### src/rtl/onewire_rom_search_engine_top_defines.svh
// Assertion macros shared by the Search ROM engine RTL.
// No dependencies; taken in by `include where checks are written.
`ifndef ONEWIRE_ROM_SEARCH_ENGINE_TOP_DEFINES_SVH
`define ONEWIRE_ROM_SEARCH_ENGINE_TOP_DEFINES_SVH

// Same-cycle implication, disabled while reset is asserted.
`define ORS_ASSERT_IMPL(label, clk, rstn, ante, cons) \
    label: assert property (@(posedge clk) disable iff (!(rstn)) (ante) |-> (cons)) \
        else $error("ors: same-cycle check failed");

// Next-cycle implication, disabled while reset is asserted.
`define ORS_ASSERT_NEXT(label, clk, rstn, ante, cons) \
    label: assert property (@(posedge clk) disable iff (!(rstn)) (ante) |=> (cons)) \
        else $error("ors: next-cycle check failed");

`endif

### src/rtl/ors_pkg.sv
// Types and constants for the 1-Wire Search ROM engine.
// No dependencies; imported by every module of the block.
package ors_pkg;

    localparam int ROM_W      = 64;
    localparam int POS_W      = 7;
    localparam int IDX_W      = 6;
    localparam int QUEUE_DEPTH = 4;   // power of two, pointers wrap naturally
    localparam int QUEUE_AW   = $clog2(QUEUE_DEPTH);

    // Item class decided at the front
    typedef enum logic [1:0] {
        OP_START     = 2'd0,   // load deviation, restart the walk
        OP_PAIR_ONES = 2'd1,   // both slots read one: nobody answered
        OP_DIRECT    = 2'd2,   // exactly one slot set: bit is forced
        OP_BRANCH    = 2'd3    // both slots zero: devices disagree
    } ors_op_t;

    typedef struct packed {
        ors_op_t          op;
        logic [POS_W-1:0] last_deviation;
        logic             true_bit;
    } ors_entry_t;

    // Entry together with its valid flag, passed between the stages
    typedef struct packed {
        logic       valid;
        ors_entry_t entry;
    } ors_slot_t;

endpackage

### src/rtl/ors_front.sv
// Front stage: registers incoming transfers and classifies each one.
// Depends on ors_pkg; feeds ors_queue.
module ors_front
    import ors_pkg::*;
(
    input  logic             aclk,
    input  logic             aresetn,
    input  logic             s_valid,
    output logic             s_ready,
    input  logic             s_cmd,
    input  logic [POS_W-1:0] s_last_deviation,
    input  logic             s_true_bit,
    input  logic             s_complement_bit,
    output ors_slot_t        push,
    input  logic             queue_full
);

    logic       valid_reg, valid_next;
    ors_entry_t entry_reg, entry_class;
    logic       in_fire, drain;

    assign drain   = valid_reg && !queue_full;
    assign s_ready = !valid_reg || !queue_full;
    assign in_fire = s_valid && s_ready;

    always_comb begin
        entry_class.last_deviation = s_last_deviation;
        entry_class.true_bit       = s_true_bit;
        if (!s_cmd) begin
            entry_class.op = OP_START;
        end else if (s_true_bit && s_complement_bit) begin
            entry_class.op = OP_PAIR_ONES;
        end else if (s_true_bit ^ s_complement_bit) begin
            entry_class.op = OP_DIRECT;
        end else begin
            entry_class.op = OP_BRANCH;
        end
    end

    always_comb begin
        valid_next = valid_reg;
        if (in_fire) begin
            valid_next = 1'b1;
        end else if (drain) begin
            valid_next = 1'b0;
        end
    end

    always_ff @(posedge aclk) begin
        if (!aresetn) begin
            valid_reg <= 1'b0;
        end else begin
            valid_reg <= valid_next;
        end
    end

    always_ff @(posedge aclk) begin
        if (in_fire) begin
            entry_reg <= entry_class;
        end
    end

    assign push.valid = drain;
    assign push.entry = entry_reg;

endmodule

### src/rtl/ors_queue.sv
// Short FIFO between the front and back stages of the Search ROM engine.
// Depends on ors_pkg and the assertion macro header.
`include "onewire_rom_search_engine_top_defines.svh"
module ors_queue
    import ors_pkg::*;
(
    input  logic      aclk,
    input  logic      aresetn,
    input  ors_slot_t push,
    output logic      full,
    output ors_slot_t head,
    input  logic      pop
);

    localparam logic [QUEUE_AW:0] DepthW = (QUEUE_AW + 1)'(QUEUE_DEPTH);

    ors_entry_t            mem_reg [QUEUE_DEPTH];
    logic [QUEUE_AW-1:0]   wr_ptr_reg, wr_ptr_next;
    logic [QUEUE_AW-1:0]   rd_ptr_reg, rd_ptr_next;
    logic [QUEUE_AW:0]     count_reg, count_next;
    logic                  do_push, do_pop;

    assign full       = (count_reg == DepthW);
    assign head.valid = (count_reg != '0);
    assign head.entry = mem_reg[rd_ptr_reg];
    assign do_push    = push.valid;
    assign do_pop     = pop;

    always_comb begin
        wr_ptr_next = do_push ? wr_ptr_reg + 1'b1 : wr_ptr_reg;
        rd_ptr_next = do_pop  ? rd_ptr_reg + 1'b1 : rd_ptr_reg;
        count_next  = count_reg;
        if (do_push && !do_pop) begin
            count_next = count_reg + 1'b1;
        end else if (!do_push && do_pop) begin
            count_next = count_reg - 1'b1;
        end
    end

    always_ff @(posedge aclk) begin
        if (!aresetn) begin
            wr_ptr_reg <= '0;
            rd_ptr_reg <= '0;
            count_reg  <= '0;
        end else begin
            wr_ptr_reg <= wr_ptr_next;
            rd_ptr_reg <= rd_ptr_next;
            count_reg  <= count_next;
        end
    end

    always_ff @(posedge aclk) begin
        if (do_push) begin
            mem_reg[wr_ptr_reg] <= push.entry;
        end
    end

    `ORS_ASSERT_IMPL(a_no_push_full, aclk, aresetn, do_push, !full)
    `ORS_ASSERT_IMPL(a_no_pop_empty, aclk, aresetn, do_pop, head.valid)
    `ORS_ASSERT_NEXT(a_count_up, aclk, aresetn, do_push && !do_pop, count_reg == $past(count_reg) + 1'b1)

endmodule

### src/rtl/ors_back.sv
// Back stage: runs the Search ROM bit walk and holds the result register.
// Depends on ors_pkg and the assertion macro header; fed by ors_queue.
`include "onewire_rom_search_engine_top_defines.svh"
module ors_back
    import ors_pkg::*;
#(
    parameter int ROM_BITS = 64
) (
    input  logic             aclk,
    input  logic             aresetn,
    input  ors_slot_t        head,
    output logic             pop,
    output logic             m_valid,
    input  logic             m_ready,
    output logic             m_write_bit,
    output logic [POS_W-1:0] m_bit_position,
    output logic             m_search_done,
    output logic             m_status,
    output logic [ROM_W-1:0] m_rom_code,
    output logic [POS_W-1:0] m_next_deviation
);

    localparam logic [POS_W-1:0] RomBitsW = POS_W'(ROM_BITS);

    // walk state
    logic [ROM_W-1:0] rom_pattern_reg, rom_pattern_next;
    logic [POS_W-1:0] position_reg, position_next;
    logic [POS_W-1:0] prior_dev_reg, prior_dev_next;
    logic [POS_W-1:0] newest_dev_reg, newest_dev_next;
    logic             searching_reg, searching_next;

    // result register
    logic             m_valid_reg, m_valid_next;
    logic             res_wbit_next, res_done_next, res_status_next;
    logic [ROM_W-1:0] res_rom_next;
    logic [POS_W-1:0] res_dev_next;
    logic             m_write_bit_reg, m_search_done_reg, m_status_reg;
    logic [POS_W-1:0] m_bit_position_reg, m_next_deviation_reg;
    logic [ROM_W-1:0] m_rom_code_reg;

    logic             take, emit, last_bit;
    logic [IDX_W-1:0] idx;
    logic             cur_bit, new_bit, pos_eq, pos_gt, dev_hit;
    logic [POS_W-1:0] newest_after;

    assign take     = head.valid && (!m_valid_reg || m_ready);
    assign pop      = take;
    assign idx      = IDX_W'(position_reg - 1'b1);
    assign cur_bit  = rom_pattern_reg[idx];
    assign pos_eq   = (position_reg == prior_dev_reg);
    assign pos_gt   = (position_reg > prior_dev_reg);
    assign last_bit = (position_reg >= RomBitsW);

    always_comb begin
        if (head.entry.op == OP_DIRECT) begin
            new_bit = head.entry.true_bit;
        end else if (pos_eq) begin
            new_bit = 1'b1;
        end else if (pos_gt) begin
            new_bit = 1'b0;
        end else begin
            new_bit = cur_bit;
        end
        dev_hit      = (head.entry.op == OP_BRANCH) && (pos_gt || (!pos_eq && !cur_bit));
        newest_after = dev_hit ? position_reg : newest_dev_reg;
    end

    always_comb begin
        rom_pattern_next = rom_pattern_reg;
        position_next    = position_reg;
        prior_dev_next   = prior_dev_reg;
        newest_dev_next  = newest_dev_reg;
        searching_next   = searching_reg;
        m_valid_next     = m_valid_reg && !m_ready;
        emit             = 1'b0;
        res_wbit_next    = 1'b0;
        res_done_next    = 1'b0;
        res_status_next  = 1'b0;
        res_rom_next     = rom_pattern_reg;
        res_dev_next     = '0;
        if (take) begin
            case (head.entry.op)
                OP_START: begin
                    prior_dev_next  = head.entry.last_deviation;
                    position_next   = POS_W'(1);
                    newest_dev_next = '0;
                    searching_next  = 1'b1;
                end
                OP_PAIR_ONES: begin
                    if (searching_reg) begin
                        emit            = 1'b1;
                        searching_next  = 1'b0;
                        res_done_next   = 1'b1;
                        res_status_next = 1'b1;
                    end
                end
                OP_DIRECT, OP_BRANCH: begin
                    if (searching_reg) begin
                        emit                  = 1'b1;
                        rom_pattern_next[idx] = new_bit;
                        newest_dev_next       = newest_after;
                        res_wbit_next         = new_bit;
                        res_done_next         = last_bit;
                        res_rom_next          = rom_pattern_next;
                        res_dev_next          = newest_after;
                        if (last_bit) begin
                            searching_next = 1'b0;
                        end else begin
                            position_next = position_reg + 1'b1;
                        end
                    end
                end
                default: begin
                end
            endcase
        end
        if (emit) begin
            m_valid_next = 1'b1;
        end
    end

    always_ff @(posedge aclk) begin
        if (!aresetn) begin
            rom_pattern_reg <= '0;
            position_reg    <= POS_W'(1);
            prior_dev_reg   <= '0;
            newest_dev_reg  <= '0;
            searching_reg   <= 1'b0;
            m_valid_reg     <= 1'b0;
        end else begin
            rom_pattern_reg <= rom_pattern_next;
            position_reg    <= position_next;
            prior_dev_reg   <= prior_dev_next;
            newest_dev_reg  <= newest_dev_next;
            searching_reg   <= searching_next;
            m_valid_reg     <= m_valid_next;
        end
    end

    always_ff @(posedge aclk) begin
        if (emit) begin
            m_write_bit_reg      <= res_wbit_next;
            m_bit_position_reg   <= position_reg;
            m_search_done_reg    <= res_done_next;
            m_status_reg         <= res_status_next;
            m_rom_code_reg       <= res_rom_next;
            m_next_deviation_reg <= res_dev_next;
        end
    end

    assign m_valid          = m_valid_reg;
    assign m_write_bit      = m_write_bit_reg;
    assign m_bit_position   = m_bit_position_reg;
    assign m_search_done    = m_search_done_reg;
    assign m_status         = m_status_reg;
    assign m_rom_code       = m_rom_code_reg;
    assign m_next_deviation = m_next_deviation_reg;

    `ORS_ASSERT_IMPL(a_pos_range, aclk, aresetn, searching_reg, position_reg != '0 && position_reg <= RomBitsW)
    `ORS_ASSERT_IMPL(a_abort_fields, aclk, aresetn, m_valid_reg && m_status_reg, m_search_done_reg && !m_write_bit_reg && m_next_deviation_reg == '0)
    `ORS_ASSERT_NEXT(a_done_stops, aclk, aresetn, emit && res_done_next, !searching_reg && m_valid_reg)
    `ORS_ASSERT_IMPL(a_emit_needs_room, aclk, aresetn, emit, !m_valid_reg || m_ready)

endmodule

### src/rtl/onewire_rom_search_engine_top.sv
// Search ROM engine: an input transfer passes front register, 4-entry queue and back
// result register in turn. Throughput one item per cycle unless m_ready stalls results.
// A result stalled at m_ is absorbed by the queue; s_ready drops once it is full and
// the front register is occupied. Reset (aresetn, synchronous, active low): walk idle,
// position 1, pattern and deviations cleared, queue and result register empty.
// Depends on ors_pkg, ors_front, ors_queue and ors_back.
module onewire_rom_search_engine_top
    import ors_pkg::*;
#(
    parameter int ROM_BITS = 64   // bits per ROM code, 8 to 64
) (
    input  logic             aclk,
    input  logic             aresetn,
    // input channel: start command or one sampled bit pair
    input  logic             s_valid,
    output logic             s_ready,
    input  logic             s_cmd,
    input  logic [POS_W-1:0] s_last_deviation,
    input  logic             s_true_bit,
    input  logic             s_complement_bit,
    // result channel: one transfer per resolved bit or abort while searching
    output logic             m_valid,
    input  logic             m_ready,
    output logic             m_write_bit,
    output logic [POS_W-1:0] m_bit_position,
    output logic             m_search_done,
    output logic             m_status,
    output logic [ROM_W-1:0] m_rom_code,
    output logic [POS_W-1:0] m_next_deviation
);

    // front -> queue -> back
    ors_slot_t push;
    ors_slot_t head;
    logic      queue_full;
    logic      pop;

    // Front: takes each transfer into a register and tags it as a start,
    // a forced bit, a branch point or an abort (both slots high).
    ors_front u_front (
        .aclk             (aclk),
        .aresetn          (aresetn),
        .s_valid          (s_valid),
        .s_ready          (s_ready),
        .s_cmd            (s_cmd),
        .s_last_deviation (s_last_deviation),
        .s_true_bit       (s_true_bit),
        .s_complement_bit (s_complement_bit),
        .push             (push),
        .queue_full       (queue_full)
    );

    // Queue decouples the front from result back-pressure.
    ors_queue u_queue (
        .aclk    (aclk),
        .aresetn (aresetn),
        .push    (push),
        .full    (queue_full),
        .head    (head),
        .pop     (pop)
    );

    // Back: owns the walk state. Bit items arriving while idle are dropped,
    // starts never produce a result.
    ors_back #(
        .ROM_BITS (ROM_BITS)
    ) u_back (
        .aclk             (aclk),
        .aresetn          (aresetn),
        .head             (head),
        .pop              (pop),
        .m_valid          (m_valid),
        .m_ready          (m_ready),
        .m_write_bit      (m_write_bit),
        .m_bit_position   (m_bit_position),
        .m_search_done    (m_search_done),
        .m_status         (m_status),
        .m_rom_code       (m_rom_code),
        .m_next_deviation (m_next_deviation)
    );

endmodule
### config.mk
export PLATFORM = sky130hd
export DESIGN_NAME = onewire_rom_search_engine_top
export DESIGN_NICKNAME = d
export VERILOG_FILES = /design/src/rtl/ors_pkg.sv /design/src/rtl/ors_front.sv /design/src/rtl/ors_queue.sv /design/src/rtl/ors_back.sv /design/src/rtl/onewire_rom_search_engine_top.sv
export VERILOG_INCLUDE_DIRS = /design/src /design/src/rtl
export SDC_FILE = /design/constraint.sdc
export NUM_CORES = 1
export LEC_CHECK = 0
export BUFFER_PORTS_ARGS = -buffer_cell sky130_fd_sc_hd__buf_2
export CELL_PAD_IN_SITES_DETAIL_PLACEMENT = 2
export CELL_PAD_IN_SITES_GLOBAL_PLACEMENT = 2
export CORE_ASPECT_RATIO = 1.4
export CORE_UTILIZATION = 36
export CTS_CLUSTER_SIZE = 20
export DETAILED_ROUTE_END_ITERATION = 6
export PLACE_DENSITY_LB_ADDON = 0.15
export SLEW_MARGIN = 20
export SYNTH_ARGS = -nofsm -noshare
export SYNTH_HDL_FRONTEND = slang
export SYNTH_SLANG_ARGS = --single-unit
### constraint.sdc
create_clock -name aclk -period 4.5 [get_ports aclk]
set_input_delay 0.45 -clock aclk [delete_from_list [all_inputs] [get_ports aclk]]
set_output_delay 0.45 -clock aclk [all_outputs]
set_load 0.01 [all_outputs]
Word level (Yosys, flattened, before mapping)
Memory sizes are Yosys's and may differ from the RTL's. A register that Yosys moved wholly into a read port is not among the register bits.
Index checks and enable logic that the tools add are counted.
{"block": "op_classes", "addsub": 6, "order_cmp": 4, "n_eq_ne": 7, "n_mux": 36, "bitwise": 2, "n_reduce_logical": 34}
{"cell": "2-to-1 mux 64 bit", "count": 3}
{"cell": "bitwise mux 64 bit", "count": 1}
{"cell": "2-to-1 mux 7 bit", "count": 4}
{"cell": "one-hot mux 7 bit (2 select lines)", "count": 2}
{"cell": "2-to-1 mux 1 bit", "count": 18}
{"cell": "logical AND 1 bit", "count": 10}
{"cell": "zero test 1 bit", "count": 8}
{"cell": "adder 7 x 1 -> 7 bit (second input constant)", "count": 1}
{"cell": "== test 7 bit", "count": 1}
{"cell": "greater-or-equal comparator 7 bit (second input constant)", "count": 1}
{"cell": "greater-than comparator 7 bit", "count": 1}
{"cell": "< comparator 6 x 7 -> 1 bit (second input constant)", "count": 1}
{"cell": "binary-select mux 1 bit (select 6 bit)", "count": 1}
{"cell": "demux 1 bit (select 6 bit)", "count": 1}
{"cell": "greater-or-equal comparator 6 x 1 -> 1 bit (second input constant)", "count": 1}
{"cell": "2-to-1 mux 3 bit", "count": 2}
{"cell": "AND reduction 3 bit", "count": 2}
{"cell": "nonzero test 2 bit", "count": 3}
{"cell": "subtractor 6 x 1 -> 6 bit (second input constant)", "count": 1}
{"cell": "adder 2 x 1 -> 2 bit (second input constant)", "count": 2}
{"cell": "== test 2 bit (second input constant)", "count": 2}
{"cell": "2-to-1 mux 2 bit", "count": 2}
{"cell": "AND reduction 2 bit", "count": 2}
{"cell": "AND reduction 4 bit", "count": 1}
{"cell": "other kinds (15)", "count": 18}
{"block": "totals", "reg_bits": 186, "mem_bits_rw": 40, "input_bits": 14, "output_inout_bits": 83, "elab_cells": 110, "n_memories": 1}
{"name": "u_queue.mem_reg", "words": 4, "width": 10, "read_ports": 1, "rd_ports_with_merged_regs": 1, "wr": 1, "line": "ors_queue.sv:17", "rtl": "ors_entry_t mem_reg [QUEUE_DEPTH];"}

Logic depth before layout (Yosys ltp)
{"block": "depth", "depth_word": 10, "mapped_depth": 17, "depth_no_buf": 10}

Cells and area by module
A second synthesis with hierarchy kept.
{"block": "hier_totals", "cells_unflattened": 872, "area_unflattened_um2": 10181.0}
{"module": "ors_back", "instances": 1, "cells_each": 757, "area_per_inst_um2": 7908.8, "seq_area_each_um2": 4174.0}
{"module": "ors_queue", "instances": 1, "cells_each": 95, "area_per_inst_um2": 1889.3, "seq_area_each_um2": 1381.3}
{"module": "ors_front", "instances": 1, "cells_each": 20, "area_per_inst_um2": 382.9, "seq_area_each_um2": 320.3}

Least setup slack after synthesis
OpenSTA, ideal clock, no wires.
{"block": "synth_path", "path_type": "reg2reg", "start": "reg (tool-made name)", "end": "reg u_back.m_bit_position_reg[0], in the netlist u_back.m_bit_position[0], enable pin", "setup_ps": 521, "t_arrival_ps": 4405, "t_required_ps": 3979, "slack_ps": -425, "path_stages_with_launch": 5, "n_path_buf": 1, "cell_sequence": "dfxtp_1 clkbuf_1 mux4_2 nor2_1 nor2_1"}
{"element": "end signal, assigned", "line": "ors_back.sv:143", "rtl": "m_bit_position_reg <= position_reg;"}
{"element": "end, declared", "line": "ors_back.sv:38", "rtl": "logic [POS_W-1:0] m_bit_position_reg, m_next_deviation_reg;"}

Worst setup path in the final report
{"block": "layout_path", "start": "reg u_back.position_reg[1]", "end": "reg u_back.m_next_deviation_reg[2], in the netlist u_back.m_next_deviation[2], data pin"}
{"block": "layout_between", "elab_chain_cells": 8}
{"element": "start, declared", "line": "ors_back.sv:27", "rtl": "logic [POS_W-1:0] position_reg, position_next;"}
{"element": "start signal, assigned", "line": "ors_back.sv:132", "rtl": "position_reg <= position_next;"}
{"element": "subtractor 6 x 1 -> 6 bit", "line": "ors_back.sv:48", "rtl": "assign idx = IDX_W'(position_reg - 1'b1);"}
{"element": "binary-select mux 1 bit (select 6 bit)", "line": "ors_back.sv:49", "rtl": "assign cur_bit = rom_pattern_reg[idx];"}
{"element": "2-to-1 mux 1 bit (implied by the code)", "line": "ors_back.sv:49"}
{"element": "zero test 1 bit", "line": "ors_back.sv:64", "rtl": "dev_hit = (head.entry.op == OP_BRANCH) && (pos_gt || (!pos_eq && !cur_bit));"}
{"element": "logical AND 1 bit", "line": "ors_back.sv:64"}
{"element": "logical OR 1 bit *", "line": "ors_back.sv:64"}
{"element": "logical AND 1 bit *", "line": "ors_back.sv:64"}
{"element": "2-to-1 mux 7 bit *", "line": "ors_back.sv:65", "rtl": "newest_after = dev_hit ? position_reg : newest_dev_reg;"}
{"element": "end signal, assigned", "line": "ors_back.sv:147", "rtl": "m_next_deviation_reg <= res_dev_next;"}
{"element": "end, declared", "line": "ors_back.sv:38"}
Every way passes the cells marked *; elsewhere a longest branch is shown, timed or not. The select of a mux whose other input is x is not followed.
A chain may end at the register's enable or synchronous reset.

==> results by group <==
Run status
  – Status: completed

Global routing
  – Global-route wire length before repair: 46800 um
  – Total grt overflow: 0
  – Largest net degree at the start of global routing: 100
  – Gr usage total: 22.1%
  – Vias in the first global route: 7923
  – Antenna violations before repair: 0

Finish
  – Register area: 5880 um2
  – # fillers: 2784
  – Final #Nets: 954
  – P&R area growth vs syn: 17.2%
  – Share of cells above drive strength 1: 24.3%
  – Final Non-Filler Cells: 1306
  – Core Util, Final: 43.0%
  – Multi-input logic area: 3750 um2
  – N_diodes: 0

Setup path
  – Startpoint class of the critical path: register
  – CP Max Fanout: 14
  – Data arrival, critical path: 4.44 ns
  – Req. time, crit path: 4.76 ns
  – Setup CP Type: register to register
  – Critical Path End Type: register

Clocking
  – Clock buffer depth: 3
  – Setup Buffers After CTS: 0
  – # hold bufs at CTS: 0
  – H-tree Lvls: 1
  – Total CTS buffers: 23
  – CTS tree: done
  – Clk root buf: clkbuf_16
  – Clk_lat worst skew: 0.52 ns
  – Post-CTS sizing: 0
  – Clock sink count: 228
  – Clk slew on worst S/H paths: 0.06 ns

Logic synthesis
  – Yosys cell types: 60
  – Cell Area, Synth: 9920 um2
  – Top FF cell, synth: edfxtp_1
  – Syn nets: 855
  – Cells after Synth: 825
  – Yosys warning count: 0
  – Avg Inst Size Synth: 12.0 um2
  – Post-synth EDFFs: 131
  – Seq/Total Area, Yosys: 59.2%
  – Synthesized flop and latch total: 228
  – Ys async rst share: 0%

Timing
  – RSZ-0062 raised after global routing: no
  – Slew headroom: 33.3%
  – Setup violators final: 0
  – Final Critical Period: 4.18 ns
  – Worst slew pin tran: 1.00 ns
  – Final hold violations: 0
  – Setup TNS: 0 ns
  – Fin. max-slew vios: 0
  – Clock Skews: 0.0125 ns
  – Period utilization: 92.9%
  – F_max: 239 MHz

Die
  – Die area: 28200 um2
  – Ports: 97
  – Initial core utilization: 36.7%
  – # rows: 71
  – Die Width: 142 um
  – Placeable Area: 27000 um2
  – Die height: 198 um

Power and ir drop
  – Power Total: 0.00600 W
  – P_leak: 4.21 nW
  – Power Dens Cells: 516 nW/um2
  – VDD IR-drop max: 0.000354 V

Place
  – Dpl hpwl: 21100 um
  – # port buffers: 96
  – Placed Instances: 1264
  – RePlAce Congestion: 0.819

Route
  – WL per Instance: 23.1 um
  – Iteration-0 DRC Markers: 264
  – WL final: 30200 um
  – Final antenna-violating net count: 0
  – Vias: 7058
  – DRC: 0
  – Via-per-instance ratio: 5.40
  – Drt first pass iters: 4

Flow run
  – Max Cap Viol: 0

Hold path
  – HP Class: input pin to register
critical path: stages (launching register included):
cell and delay (ns):
dfxtp_1 0.49, inv_1 0.11, ha_1 0.25, xor2_1 0.64, mux4_2 0.59, a311oi_1 0.20, a2111oi_0 0.15, a31oi_1 0.64
a21oi_4 0.20, and2_1 0.43, o2bb2ai_1 0.23
report_power, final:
group	total (W)	internal (W)	switching (W)
combinational	0.00148	0.000487	0.000996
sequential	0.00250	0.00239	0.000104
clock	0.00202	0.00119	0.000827
worst paths after layout:
check                           start                    endpoint  slack, ns  cells past startpoint
max            u_back.position_reg[1]  u_back.m_next_deviation[2]       0.32                     10
min reg2reg  u_back.newest_dev_reg[2]    u_back.newest_dev_reg[2]       0.48                      2
min               s_last_deviation[3]             u_front.push[4]       0.10                      1
max reg2reg    u_back.position_reg[1]  u_back.m_next_deviation[2]       0.32                     10
cells by family after synthesis:
family / after synthesis / share of synthesized area (%)
AO/OA/AOI/OAI: 164 / 11.2
buffers and inverters: 61 / 3.10
flip-flops: 228 / 59.2
multiplexers: 44 / 6.98
AND/OR/NAND/NOR: 297 / 16.0
XOR/XNOR: 15 / 1.40
adder cells (fa/ha/maj): 16 / 2.09
cell usage in the layout, fill, tap and decap left out, drive strengths merged, types with 3 or more instances in the layout:
master / count
a2111oi: 4
a21boi: 4
a21o: 3
a21oi: 6
a31oi: 3
and2: 73
and3: 11
buf: 122
clkbuf: 32
clkinv: 5
dfxtp: 97
edfxtp: 131
ha: 15
inv: 14
mux2i: 23
mux4: 20
nand2: 41
nand2b: 4
nand3: 76
nor2: 31
nor2b: 26
nor3: 18
o21a: 7
o21ai: 114
o2bb2ai: 11
or2: 7
or3: 3
xnor2: 9
xor2: 6
metrics by stage:
step	setup slack (ns)	instance area [um2]	hold WS, ns
floorplan	0.852	9920	0.432
global placement	0.542	10800	0.456
detailed placement	0.304	10800	0.470
CTS	0.320	11600	0.0859
global route	0.0564	11600	0.0870
finish	0.319	11600	0.102
layout make-up:
class,count,share of cell area (%)
repair buffers,122,5.94
inverters,13,0.420
clock inverters,10,0.947
multi-input cells,536,32.3
well taps,365,3.93
clock buffers,32,5.94
flip-flops and latches,228,50.6
cells in the mapped netlist (14+ instances only):
library cell  number  share of area, %
and2_1            73               4.6
clkbuf_1          28               1.1
dfxtp_1           97                20
edfxtp_1         131                40
ha_1              15               1.9
mux2i_1           23               2.3
mux4_2            20               4.5
nand2_1           40               1.5
nand3_1           76               3.8
nor2_1            31               1.2
nor2b_1           26               1.6
nor3_1            17              0.86
o21ai_0           74               3.7
o21ai_1           14              0.71
o21ai_2           26               2.3
per-layer routing:
layer	track usage, %	vias to the layer above	wire (um)	share of wire [%]
met5	0	-	0	0
li1	-	3211	-	-
met2	43.1	191	16800	56
met4	9.12	0	1020	3.4
met1	23.5	3593	11300	37
met3	2.82	63	1120	3.7
(Power assumes the default switching activity.)
